File: src/sv/drwoc_pkg.sv
// Package for the dual range classifier: payload types, register map and constants.
package drwoc_pkg;

  // Register indexes on the configuration port
  typedef enum logic [2:0] {
    REG_DETECT_DISTANCE   = 3'd0,
    REG_HEIGHT_DIFFERENCE = 3'd1,
    REG_WINDOW_LEFT       = 3'd2,
    REG_WINDOW_RIGHT      = 3'd3,
    REG_SWEEP_ENABLE      = 3'd4
  } reg_index_t;

  localparam int unsigned ADDR_W = 5;

  localparam logic [15:0]        FAULT_LIMIT     = 16'd65000;
  localparam logic [15:0]        FAULT_RANGE     = 16'hFFFF;
  localparam logic [12:0]        FRONT_ARC       = 13'd500;
  localparam logic [7:0]         FAULT_THRESHOLD = 8'd3;
  localparam logic [7:0]         COUNT_MAX       = 8'hFF;
  localparam logic signed [12:0] SWEEP_MARGIN    = 13'sd20;

  localparam logic [15:0]        RESET_DETECT_DISTANCE   = 16'd1000;
  localparam logic [15:0]        RESET_HEIGHT_DIFFERENCE = 16'd100;
  localparam logic signed [11:0] RESET_WINDOW_LEFT       = 12'sd600;
  localparam logic signed [11:0] RESET_WINDOW_RIGHT      = -12'sd600;

  typedef struct packed {
    logic [15:0]        top_raw;
    logic               top_timeout;
    logic [15:0]        bottom_raw;
    logic               bottom_timeout;
    logic signed [11:0] servo_angle;
    logic               clear_latched;
  } sample_t;

  typedef struct packed {
    logic [15:0]        top_range;
    logic [15:0]        bottom_range;
    logic               weight_found;
    logic [15:0]        weight_distance;
    logic signed [11:0] weight_angle;
    logic               obstacle_found;
    logic [15:0]        obstacle_distance;
    logic               sensor_fault;
    logic               sweep_right;
  } result_t;

  typedef struct packed {
    logic [15:0]        detect_distance;
    logic [15:0]        height_difference;
    logic signed [11:0] window_left;
    logic signed [11:0] window_right;
    logic               sweep_enable;
    logic               sweep_restart;
  } cfg_t;

endpackage

File: src/sv/drwoc_regs.sv
// Configuration register file behind the APB-style port.
module drwoc_regs import drwoc_pkg::*; (
  input  logic              clk,
  input  logic              rst,
  input  logic              psel,
  input  logic              penable,
  input  logic              pwrite,
  input  logic [ADDR_W-1:0] paddr,
  input  logic [31:0]       pwdata,
  output logic [31:0]       prdata,
  output logic              pready,
  output cfg_t              cfg
);

  logic [15:0]        detect_distance;
  logic [15:0]        height_difference;
  logic signed [11:0] window_left;
  logic signed [11:0] window_right;
  logic               sweep_enable;
  logic               sweep_restart;
  logic               wr;
  reg_index_t         idx;

  assign pready = 1'b1;
  assign wr     = psel && penable && pwrite;
  assign idx    = reg_index_t'(paddr[ADDR_W-1:2]);

  // Flag a restart in the write cycle that switches sweeping on
  assign sweep_restart = wr && (idx == REG_SWEEP_ENABLE) && pwdata[0] && !sweep_enable;

  // Write registers
  always_ff @(posedge clk) begin
    if (rst) begin
      detect_distance   <= RESET_DETECT_DISTANCE;
      height_difference <= RESET_HEIGHT_DIFFERENCE;
      window_left       <= RESET_WINDOW_LEFT;
      window_right      <= RESET_WINDOW_RIGHT;
      sweep_enable      <= 1'b0;
    end else begin
      if (wr) begin
        unique case (idx)
          REG_DETECT_DISTANCE:   detect_distance   <= pwdata[15:0];
          REG_HEIGHT_DIFFERENCE: height_difference <= pwdata[15:0];
          REG_WINDOW_LEFT:       window_left       <= pwdata[11:0];
          REG_WINDOW_RIGHT:      window_right      <= pwdata[11:0];
          REG_SWEEP_ENABLE:      sweep_enable      <= pwdata[0];
          default: ;
        endcase
      end
    end
  end

  // Read back
  always_comb begin
    unique case (idx)
      REG_DETECT_DISTANCE:   prdata = {16'd0, detect_distance};
      REG_HEIGHT_DIFFERENCE: prdata = {16'd0, height_difference};
      REG_WINDOW_LEFT:       prdata = {{20{window_left[11]}}, window_left};
      REG_WINDOW_RIGHT:      prdata = {{20{window_right[11]}}, window_right};
      REG_SWEEP_ENABLE:      prdata = {31'd0, sweep_enable};
      default:               prdata = 32'd0;
    endcase
  end

  assign cfg = '{detect_distance:   detect_distance,
                 height_difference: height_difference,
                 window_left:       window_left,
                 window_right:      window_right,
                 sweep_enable:      sweep_enable,
                 sweep_restart:     sweep_restart};

endmodule

File: src/sv/drwoc_core.sv
// Classification logic with fault counters, obstacle latch and sweep direction.
module drwoc_core import drwoc_pkg::*; (
  input  logic    clk,
  input  logic    rst,
  input  logic    fire,
  input  sample_t sample,
  input  cfg_t    cfg,
  output result_t result
);

  logic [7:0]         top_fault_count, top_fault_count_next;
  logic [7:0]         bottom_fault_count, bottom_fault_count_next;
  logic               obstacle_valid, obstacle_valid_next;
  logic [15:0]        obstacle_range, obstacle_range_next;
  logic               direction_right, direction_right_next;

  logic               top_bad, bot_bad;
  logic [15:0]        top, bot;
  logic signed [16:0] diff;
  logic [16:0]        adiff;
  logic signed [12:0] angle_x;
  logic [12:0]        aang;
  logic               weight_hit, obstacle_hit;
  logic               obs_found;
  logic [15:0]        obs_range;

  always_comb begin
    // Qualify both ranges and update fault counters
    top_bad = sample.top_timeout || (sample.top_raw > FAULT_LIMIT);
    bot_bad = sample.bottom_timeout || (sample.bottom_raw > FAULT_LIMIT);
    top     = top_bad ? FAULT_RANGE : sample.top_raw;
    bot     = bot_bad ? FAULT_RANGE : sample.bottom_raw;
    if (top_bad) begin
      top_fault_count_next = (top_fault_count == COUNT_MAX) ? top_fault_count
                                                            : top_fault_count + 8'd1;
    end else begin
      top_fault_count_next = 8'd0;
    end
    if (bot_bad) begin
      bottom_fault_count_next = (bottom_fault_count == COUNT_MAX) ? bottom_fault_count
                                                                  : bottom_fault_count + 8'd1;
    end else begin
      bottom_fault_count_next = 8'd0;
    end

    // Range difference and angle magnitude
    diff    = $signed({1'b0, top}) - $signed({1'b0, bot});
    adiff   = diff[16] ? 17'(-diff) : 17'(diff);
    angle_x = {sample.servo_angle[11], sample.servo_angle};
    aang    = angle_x[12] ? 13'(-angle_x) : 13'(angle_x);

    weight_hit = (sample.servo_angle < cfg.window_left) &&
                 (sample.servo_angle > cfg.window_right) &&
                 (bot < cfg.detect_distance) &&
                 (diff > $signed({1'b0, cfg.height_difference}));

    obstacle_hit = (top < cfg.detect_distance) &&
                   (adiff < {1'b0, cfg.height_difference}) &&
                   (aang < FRONT_ARC);

    // Latch obstacle, report, then drop on clear request
    obs_found = obstacle_hit || obstacle_valid;
    obs_range = obstacle_hit ? top : obstacle_range;
    if (sample.clear_latched) begin
      obstacle_valid_next = 1'b0;
      obstacle_range_next = 16'd0;
    end else begin
      obstacle_valid_next = obs_found;
      obstacle_range_next = obs_range;
    end

    // Sweep direction with margin at the window limits
    direction_right_next = direction_right;
    if (cfg.sweep_enable) begin
      if (direction_right) begin
        if (angle_x < $signed({cfg.window_right[11], cfg.window_right}) + SWEEP_MARGIN) begin
          direction_right_next = 1'b0;
        end
      end else begin
        if (angle_x > $signed({cfg.window_left[11], cfg.window_left}) - SWEEP_MARGIN) begin
          direction_right_next = 1'b1;
        end
      end
    end

    result.top_range         = top;
    result.bottom_range      = bot;
    result.weight_found      = weight_hit;
    result.weight_distance   = weight_hit ? bot : 16'd0;
    result.weight_angle      = weight_hit ? sample.servo_angle : 12'sd0;
    result.obstacle_found    = obs_found;
    result.obstacle_distance = obs_found ? obs_range : 16'd0;
    result.sensor_fault      = (top_fault_count_next > FAULT_THRESHOLD) ||
                               (bottom_fault_count_next > FAULT_THRESHOLD);
    result.sweep_right       = direction_right_next;
  end

  // Commit state when a beat moves to the result register, unless a sweep restart clears the direction
  always_ff @(posedge clk) begin
    if (rst) begin
      top_fault_count    <= 8'd0;
      bottom_fault_count <= 8'd0;
      obstacle_valid     <= 1'b0;
      obstacle_range     <= 16'd0;
      direction_right    <= 1'b0;
    end else if (cfg.sweep_restart) begin
      direction_right    <= 1'b0;
    end else if (fire) begin
      top_fault_count    <= top_fault_count_next;
      bottom_fault_count <= bottom_fault_count_next;
      obstacle_valid     <= obstacle_valid_next;
      obstacle_range     <= obstacle_range_next;
      direction_right    <= direction_right_next;
    end
  end

endmodule

File: src/sv/dual_range_weight_obstacle_classifier.sv
// Top level of the dual range weight and obstacle classifier.
// An accepted sample beat passes through the input register, then the result
// register, on its way to its result beat.
// Throughput: one sample per cycle unless result_stall holds the result register.
// Reset (rst, synchronous): empties both stages, clears fault counters, obstacle
// latch and direction, and loads the register defaults.
module dual_range_weight_obstacle_classifier import drwoc_pkg::*; (
  input  logic              clk,
  input  logic              rst,
  input  logic              sample_valid,
  output logic              sample_stall,
  input  sample_t           sample,
  output logic              result_valid,
  input  logic              result_stall,
  output result_t           result,
  input  logic              psel,
  input  logic              penable,
  input  logic              pwrite,
  input  logic [ADDR_W-1:0] paddr,
  input  logic [31:0]       pwdata,
  output logic [31:0]       prdata,
  output logic              pready
);

  cfg_t    cfg;
  sample_t stage;
  logic    stage_valid;
  logic    advance;
  logic    fire;
  result_t core_result;

  drwoc_regs u_regs (
    .clk     (clk),
    .rst     (rst),
    .psel    (psel),
    .penable (penable),
    .pwrite  (pwrite),
    .paddr   (paddr),
    .pwdata  (pwdata),
    .prdata  (prdata),
    .pready  (pready),
    .cfg     (cfg)
  );

  drwoc_core u_core (
    .clk    (clk),
    .rst    (rst),
    .fire   (fire),
    .sample (stage),
    .cfg    (cfg),
    .result (core_result)
  );

  assign advance      = !result_valid || !result_stall;
  assign fire         = advance && stage_valid;
  assign sample_stall = stage_valid && !advance;

  // Advance the two stages
  always_ff @(posedge clk) begin
    if (rst) begin
      stage_valid  <= 1'b0;
      result_valid <= 1'b0;
    end else begin
      if (!sample_stall) begin
        stage_valid <= sample_valid;
      end
      if (advance) begin
        result_valid <= stage_valid;
      end
    end
  end

  // Hold payloads while stalled
  always_ff @(posedge clk) begin
    if (!sample_stall && sample_valid) begin
      stage <= sample;
    end
    if (fire) begin
      result <= core_result;
    end
  end

endmodule

File: config.mk
export PLATFORM = sky130hd
export DESIGN_NAME = dual_range_weight_obstacle_classifier
export DESIGN_NICKNAME = d
export VERILOG_FILES = /design/src/sv/drwoc_pkg.sv /design/src/sv/drwoc_regs.sv /design/src/sv/drwoc_core.sv /design/src/sv/dual_range_weight_obstacle_classifier.sv
export SDC_FILE = /design/constraint.sdc
export NUM_CORES = 1
export LEC_CHECK = 0
export BUFFER_PORTS_ARGS = -buffer_cell sky130_fd_sc_hd__buf_2
export CORE_MARGIN = 2
export CORE_UTILIZATION = 59
export DETAILED_ROUTE_END_ITERATION = 8
export GPL_ROUTABILITY_DRIVEN = 0
export HOLD_SLACK_MARGIN = 0.03
export PLACE_DENSITY = 0.85
export SETUP_SLACK_MARGIN = 0.3
export SYNTH_ARGS = -nofsm -noshare
export SYNTH_HDL_FRONTEND = slang
export SYNTH_HIERARCHICAL = 1
export SYNTH_SLANG_ARGS = --single-unit
File: constraint.sdc
create_clock -name clk -period 11.8 [get_ports clk]
set_input_delay 0 -clock clk [delete_from_list [all_inputs] [get_ports clk]]
set_output_delay 0 -clock clk [all_outputs]
set_load 0.02 [all_outputs]
Yosys cells after proc, flatten, opt, wreduce, memory -nomap -nowiden --
Cells that the tools add are included.
Storage, ports and cells: bits in registers 220, latch bits 0, RAM bits 0, memory bits (read-only) 0, input bits 91, output and inout bits 115, logic and storage cells 101, memories kept 0
Operators by class: $add $sub $neg 7, multipliers 0, divide/modulo/power cells 0, magnitude comparators 13, equality and inequality tests 6, shift operators 0, muxes and demuxes 16, bitwise operators 1, reduce and logical (&&, ||, !) cells 31
Operator list (count):
- $pmux W32 S5 | 1
- $mux W16 | 4
- $gt A16 B16 Y1 const B | 2
- $lt A16 B16 Y1 | 2
- $mux W8 | 4
- $gt A17 B17 Y1 | 1
- $lt A17 B16 Y1 | 1
- $mux W17 | 1
- $neg A17 Y17 | 1
- $sub A16 B16 Y17 | 1
- $add A8 B1 Y8 const B | 2
- $eq A8 B8 Y1 const B | 2
- $gt A8 B2 Y1 const B | 2
- $add A12 B6 Y13 const B | 1
- $gt A12 B13 Y1 | 1
- $logic_and A1 B1 Y1 | 13
- $lt A12 B13 Y1 | 1
- $lt A13 B9 Y1 const B | 1
- $mux W13 | 1
- $neg A12 Y13 | 1
- $sub A12 B6 Y13 const B | 1
- $gt A12 B12 Y1 | 1
- $lt A12 B12 Y1 | 1
- $reduce_and A2 Y1 | 6
- other kinds (9) | 22

Longest topological paths before layout --
Gate-level depths: netlist of the first run.
depth in word-level cells 11, gate-level depth with buffers 32, depth with buffers taken out 27

Hierarchy --
The synthesis of the first run kept the hierarchy.
By module, submodules not included:
- drwoc_core | times used 1, cells an instance 1029, area an instance 7417.1 um^2, seq. area each 680.7 um^2
- dual_range_weight_obstacle_classifier | times used 1, cells an instance 137, area an instance 3900.0 um^2, seq. area each 3853.7 um^2
- drwoc_regs | times used 1, cells an instance 300, area an instance 3002.9 um^2, seq. area each 1141.1 um^2

Worst setup path after synthesis of the first run --
OpenSTA, ideal clock, no wires.
path kind register to register, start point register result_valid, end point register u_core.obstacle_range[3], setup time 60 ps, arrival time 8178 ps, required time 11740 ps, setup slack 3562 ps, cell stages (with the launch flop) 7, buffers on the path 0, clock period less this slack 8238 ps, cell sequence dfxtp_1 > a21boi_0 > nand2b_1 > or4_1 > nor3_1 > a32o_1 > a41o_1
Between the ends: word-level cells in the longest chain between the ends 4
RTL lines:
- start: declaration | line dual_range_weight_obstacle_classifier.sv:13 | output logic result_valid,
- start signal: assignment | line dual_range_weight_obstacle_classifier.sv:68 | result_valid <= stage_valid;
- $logic_not A1 Y1 | line dual_range_weight_obstacle_classifier.sv:54 | assign advance = !result_valid || !result_stall;
- $logic_or A1 B1 Y1 | line dual_range_weight_obstacle_classifier.sv:54
- $logic_and A1 B1 Y1 | line dual_range_weight_obstacle_classifier.sv:55 | assign fire = advance && stage_valid;
- via fire | line dual_range_weight_obstacle_classifier.sv:29 | logic fire;
- $reduce_and A2 Y1 (no source line)
- end signal: assignment | line drwoc_core.sv:112 | obstacle_range <= obstacle_range_next;
- end: declaration | line drwoc_core.sv:14 | logic [15:0] obstacle_range, obstacle_range_next;
The timed path passes the listed nets, and every way through them passes these cells. A chain may end at the register's enable or synchronous reset.

==> results.json, run 1 <==
{
  "routed_via_density": 6.28,
  "core_area_um2": 24100,
  "fin_skew_ns": 0.0177,
  "rows": 57,
  "start_kind": "flip-flop",
  "critical_path_class": "flip-flop to flip-flop",
  "ir_worst_vdd_mv": 0.0969,
  "intPower_mw": 1.49,
  "cts_post_setup_buffers_inserted": 0,
  "cts_buffer_depth": 3,
  "regArea_um2": 5680,
  "switching_power_uw": 590,
  "fillers": 1749,
  "rsz0062_at_grt": "false",
  "violations": "DRC",
  "pwr-share-comb": 0.211,
  "die_y_um": 160,
  "dieWidth_um": 160,
  "worstSkewPairLatency_ns": 0.52,
  "layout_commonest_cell": "buf_2",
  "finalSetupViolations": 0,
  "finalWorstSetupSlack_ns": 2.91,
  "areaGrowthSynthToFinish_pct": 17.4,
  "async_reset_ff_frac": 0,
  "period_minus_slack_ns": 8.89,
  "yosysSeqAreaShare": 0.396,
  "antenna_found_initial": 0,
  "drt_iter0_drc": 1439,
  "routed_wl_um": 41400,
  "final_hold_viol_count": 0,
  "synth-edff-count": 127,
  "power_frac_seq": 0.413,
  "drc_errors": 1,
  "crit_path_max_fanout": 27,
  "ctsResizeCount": 0,
  "overflow": 0,
  "p_total_mw": 2.08,
  "antenna_cells": 0,
  "cpPeakStageDelay_ns": 0.82,
  "switching_share": 0.283,
  "ys.flop_type": "edfxtp_1",
  "synth-seq-cells": 220,
  "yosysWarnings": 6,
  "cts_root_buf": "clkbuf_16",
  "num-nets-final": 1889,
  "cp.arrival_ns": 9.14,
  "synth_top_area_share": 0.266,
  "cts.clk_slew.worst_paths_ns": 0.07,
  "crit_top_cell": "o21a_1",
  "syn-num-nets": 1681,
  "antenna_left": 0,
  "tns_ns": 0,
  "hold_path.class": "input port to flip-flop",
  "holdWs_ns": 0.0411,
  "place_ws_ns": 3.23,
  "yosys-top-cells-area": "edfxtp_1, dfxtp_1, ha_1",
  "end_kind": "flip-flop",
  "htree_num_levels": 1,
  "grt_usage": 0.311,
  "leakagePower_nw": 6.90,
  "synth_area_um2": 14300,
  "crit_buf_inv": 3,
  "grt_pass1_vias": 11900,
  "finalMaxSlewViolations": 0,
  "grt_pass1_wl_um": 63100,
  "cp.required_ns": 12.06,
  "initial_utilization": 0.594,
  "syn_area_per_cell_um2": 9.77,
  "dp_hpwl_um": 29200,
  "yosysUniqueCellTypes": 96,
  "multiInputGateArea_um2": 7790,
  "finalCritPeriodShare": 0.753,
  "ios": 206,
  "cp_slowest_cell": "a211oi_4",
  "pwr-share-clk": 0.376,
  "clock-sinks": 220,
  "dr_total_vias": 12700,
  "cts_made_buffers": 23,
  "drive_above_1_share": 0.172,
  "drt_first_pass_iters": 9,
  "cts_tree": "done",
  "critical-path-top-delay-family": "compound AO/OA/AOI/OAI gates",
  "cap_violations": 0,
  "final_area_um2": 16800,
  "relSlewSlack": 0.217,
  "dieArea_um2": 25500,
  "final_cell_mix": "buf_2, edfxtp_1, ha_1",
  "cellPowerDensity_nw_per_um2": 124,
  "place_area_um2": 15300,
  "tightest_slew_ns": 1.17,
  "syn-instance-count": 1466,
  "timing.fmax_mhz": 113,
  "drt-wirelength-per-cell_um": 20.5,
  "portBuffers": 186,
  "status": "finished with violations",
  "synth_top_area_cell": "edfxtp_1",
  "cts-hold-fix-buffers": 71,
  "grt_max_degree": 110
}
==> power by group through the flow <==
stage | logic (mW) | clock network [mW] | registers, mW
after detailed placement | 0.404 | 0 | 0.876
after global routing | 0.475 | 0.820 | 0.862
final | 0.440 | 0.784 | 0.860
after CTS | 0.426 | 0.786 | 0.859
after global placement | 0.389 | 0 | 0.875
after floorplan | 0.283 | 0 | 0.887
==> tightest hold or removal path, stage by stage <==
cell and delay [ns]:
buf_2 0.12, nand4b_4 0.17, nor3_2 0.09, mux2i_1 0.12
==> routing by layer <==
metal / global-route usage / up-vias / wire length, um
met5: 0 / - / 0
met4: 0.129 / 0 / 1870
met3: 0.0745 / 143 / 4650
met2: 0.497 / 810 / 18700
met1: 0.409 / 5941 / 16200
li1: - / 5761 / -
==> worst paths after layout <==
| check | from | slack [ns] | depth (start not counted) | endpoint |
|---|---|---|---|---|
| worst max-delay path | stage[38]$_DFFE_PP_ | 2.91 | 28 | result[15]$_DFFE_PP_ |
| worst min-delay path | psel | 0.04 | 4 | u_regs/detect_distance[15]$_SDFFE_PP0P_ |
| worst max register to register | stage[38]$_DFFE_PP_ | 2.91 | 28 | result[15]$_DFFE_PP_ |
| worst min register to register | u_core/top_fault_count[5]$_SDFFE_PP0P_ | 0.49 | 2 | u_core/top_fault_count[5]$_SDFFE_PP0P_ |
==> layout make-up <==
class | instances | area share
multi-input cells | 1050 | 0.463
clock inverters | 13 | 0.0118
well taps | 324 | 0.0241
clock buffers | 28 | 0.0366
repair buffers | 264 | 0.101
flip-flops and latches | 220 | 0.338
inverters | 115 | 0.0257
==> cell usage after synthesis (all sizes together) (19+ instances only) <==
cell type / number
nor3b: 20
nand2: 76
o21ai: 72
a21oi: 63
o211ai: 20
nand2b: 65
dfxtp: 93
ha: 124
nor3: 36
nand3: 42
nor2b: 28
mux2i: 67
inv: 113
buf: 38
a31oi: 19
edfxtp: 127
clkbuf: 43
nand4: 23
xnor2: 39
o21a: 30
nor2: 106
==> kinds of logic after synthesis <==
kind of cell,Yosys count,synth area share
xor gates and xnor gates,50,0.0324
other,1,0.000262
DFF,220,0.396
muxes,80,0.0649
adders and majority gates,125,0.109
AOI/OAI and AO/OA,322,0.156
buffers and inverters,196,0.0618
and+or+nand+nor,472,0.180
==> state kept, by name, summed over array words and instances, names as in the netlist, 8 cells and up <==
register and count:
result 80, stage 47, u_core/bottom_fault_count 8, u_core/obstacle_range 16, u_core/top_fault_count 8, u_regs/detect_distance 16, u_regs/height_difference 16, u_regs/window_left 12
u_regs/window_right 12
==> per-stage QoR <==
stage,util,cells
5_1_grt,0.697,2014
2_1_floorplan,-,1466
3_3_place_gp,0.634,1902
6_report,0.697,2014
4_1_cts,0.697,2014
3_5_place_dp,0.634,1902
Note: power is estimated with default switching activity, not from simulation.
==> run 2, diff against run 1 <==
--- a/config.mk
+++ b/config.mk
@@ -7,11 +7,11 @@
 export LEC_CHECK = 0
 export BUFFER_PORTS_ARGS = -buffer_cell sky130_fd_sc_hd__buf_2
 export CORE_MARGIN = 2
-export CORE_UTILIZATION = 59
+export CORE_UTILIZATION = 53
 export DETAILED_ROUTE_END_ITERATION = 8
 export GPL_ROUTABILITY_DRIVEN = 0
 export HOLD_SLACK_MARGIN = 0.03
-export PLACE_DENSITY = 0.85
+export PLACE_DENSITY = 0.81
 export SETUP_SLACK_MARGIN = 0.3
 export SYNTH_ARGS = -nofsm -noshare
 export SYNTH_HDL_FRONTEND = slang
==> constraint.sdc (replaced) <==
create_clock -name clk -period 7.1 [get_ports clk]
set_input_delay 0 -clock clk [delete_from_list [all_inputs] [get_ports clk]]
set_output_delay 0 -clock clk [all_outputs]
set_load 0.02 [all_outputs]
==> run 2 against run 1 <==
  * The flow now finishes without violations
  * Routed wire length rose by 3.8%
  * Fmax increased by 33%
  * Sequential share of layout area down 0.84 points
  * Register-to-register slack worse by 2.5 ns
  * Critical endpoint is now u_core/obstacle_range[0]$_SDFFE_PP0P_
  * Largest cell class unchanged
==> results.json, run 2 (same netlist as run 1, synthesis figures left out) <==
{
  "relSlewSlack": 0.171,
  "crit_path_max_fanout": 9,
  "fin_skew_ns": 0.0171,
  "core_area_um2": 26700,
  "leakagePower_nw": 7.08,
  "wl_met1_um": 16900,
  "worstSkewPairLatency_ns": 0.53,
  "period_minus_slack_ns": 6.66,
  "num-nets-final": 1917,
  "grt_usage": 0.290,
  "dr_wl_met3_um": 4470,
  "multiInputGateArea_um2": 7960,
  "top_layer": "met4",
  "worst-r2r-cell-count": 24,
  "cellPowerDensity_nw_per_um2": 206,
  "ir_worst_vdd_mv": 0.147,
  "grt_pass1_vias": 12100,
  "dp_hpwl_um": 30100,
  "antenna_found_initial": 1,
  "cp.required_ns": 7.54,
  "place_area_um2": 15400,
  "finalWorstSetupSlack_ns": 0.441,
  "rsz0062_at_grt": "false",
  "largest_reg_flops": 80,
  "p_total_mw": 3.55,
  "dieArea_um2": 28400,
  "status": "finished, final reports clean",
  "regMostFlops": "result",
  "portBuffers": 186,
  "grt_max_degree": 87,
  "finalMaxSlewViolations": 0,
  "drt-wirelength-per-cell_um": 20.8,
  "overflow": 0,
  "tns_ns": 0,
  "cts_root_buf": "clkbuf_16",
  "reg.largest.list": "result (80), stage (47)",
  "routed_via_density": 6.18,
  "finalSetupViolations": 0,
  "antenna_left": 0,
  "cp.arrival_ns": 7.10,
  "final_area_um2": 17200,
  "regArea_um2": 5680,
  "tightest_slew_ns": 1.24,
  "drt_iter0_drc": 1544,
  "final_hold_viol_count": 0,
  "cts_made_buffers": 24,
  "place_ws_ns": 0.195,
  "layout_commonest_cell": "buf_2",
  "ff2ff_setup_slack_ns": 0.44,
  "final_cell_mix": "buf_2, edfxtp_1, ha_1",
  "finalCritPeriodShare": 0.938,
  "antenna_cells": 0,
  "timing.fmax_mhz": 150,
  "rows": 60,
  "route.met2.wl_um": 19700,
  "htree_num_levels": 1,
  "start_kind": "flip-flop",
  "cts.clk_slew.worst_paths_ns": 0.06,
  "ios": 206,
  "drive_above_1_share": 0.199,
  "cts_buffer_depth": 3,
  "routed_wl_um": 42900,
  "dr_total_vias": 12700,
  "whs_path_depth": 3,
  "initial_utilization": 0.536,
  "hold_path.class": "input port to flip-flop",
  "holdWs_ns": 0.129,
  "critical_path_class": "flip-flop to flip-flop",
  "drc_errors": 0,
  "drt_first_pass_iters": 5,
  "cts_tree": "done",
  "fillers": 2088,
  "dieWidth_um": 168,
  "end_kind": "flip-flop",
  "clock-sinks": 220,
  "die_y_um": 168,
  "cap_violations": 0,
  "areaGrowthSynthToFinish_pct": 20.3,
  "grt_pass1_wl_um": 65300
}
==> run 2: changes by cell type in the layout (fill, tap and decap cells not counted), moves of 3 or more <==
cell / before / now
buf_4: 7 / 30
nor3_1: 35 / 31
nor3_2: 1 / 5
nor2_2: 3 / 9
clkbuf_8: 2 / 5
dlygate4sd3_1: 71 / 74
nor2_1: 102 / 96
==> run 2: critical path, cell delays in order (launching register included) <==
cell and delay (ns):
edfxtp_1 0.46, nor4_4 0.46, o31a_1 0.25, o21ai_4 0.10
buf_4 0.18, nor2_1 0.18, inv_1 0.12, ha_1 0.28
a21o_1 0.24, nand2b_1 0.21, a21oi_1 0.20, o22ai_1 0.15
xnor2_1 0.22, a211o_1 0.29, or3_1 0.41, o31ai_2 0.31
xnor2_1 0.10, ha_1 0.19, a21o_1 0.18, a211oi_1 0.24
nand2_1 0.15, or3_1 0.46, or3_4 0.48, or4_1 0.53
a31oi_1 0.17
==> run 2: layer usage <==
metal / GRT usage / vias up
met5: 0 / -
met2: 0.471 / 783
met3: 0.0508 / 146
met1: 0.386 / 6005
met4: 0.120 / 0
li1: - / 5813
==> run 2: worst paths after layout <==
kind | start | endpoint
setup reg to reg | stage[33]$_DFFE_PP_ | u_core/obstacle_range[0]$_SDFFE_PP0P_
hold reg to reg | u_core/top_fault_count[1]$_SDFFE_PP0P_ | u_core/top_fault_count[1]$_SDFFE_PP0P_
hold / removal | paddr[3] | u_regs/window_left[5]$_SDFFE_PP0P_
setup / recovery | stage[33]$_DFFE_PP_ | u_core/obstacle_range[0]$_SDFFE_PP0P_
==> run 2: final cells by class <==
cell class	instances	area share
inverter	115	0.0250
clock buffer	33	0.0410
tap	341	0.0248
timing repair buffer	290	0.110
clock inverter	11	0.00784
multi-input combinational	1051	0.462
sequential	220	0.329
==> run 2: timing repair <==
item	CTS	global route
pin swaps	0	5
hold buffers	74	0
gates cloned	0	1
resized for setup	1	33
buffers inserted	0	8
endpoints found under the setup margin	7	34
hold endpoints to repair	129	0
==> run 2: power breakdown <==
group / internal (mW) / leakage, nW / switching [mW] / total [mW]
clock: 0.805 / 0.420 / 0.533 / 1.34
sequential: 1.39 / 1.94 / 0.0352 / 1.43
combinational: 0.317 / 4.72 / 0.463 / 0.780
==> run 2: through the flow <==
stage / cells / utilization
floorplan: 1466 / -
global placement: 1934 / 0.577
detailed placement: 1934 / 0.577
CTS: 2052 / 0.636
global route: 2061 / 0.645
finish: 2061 / 0.645
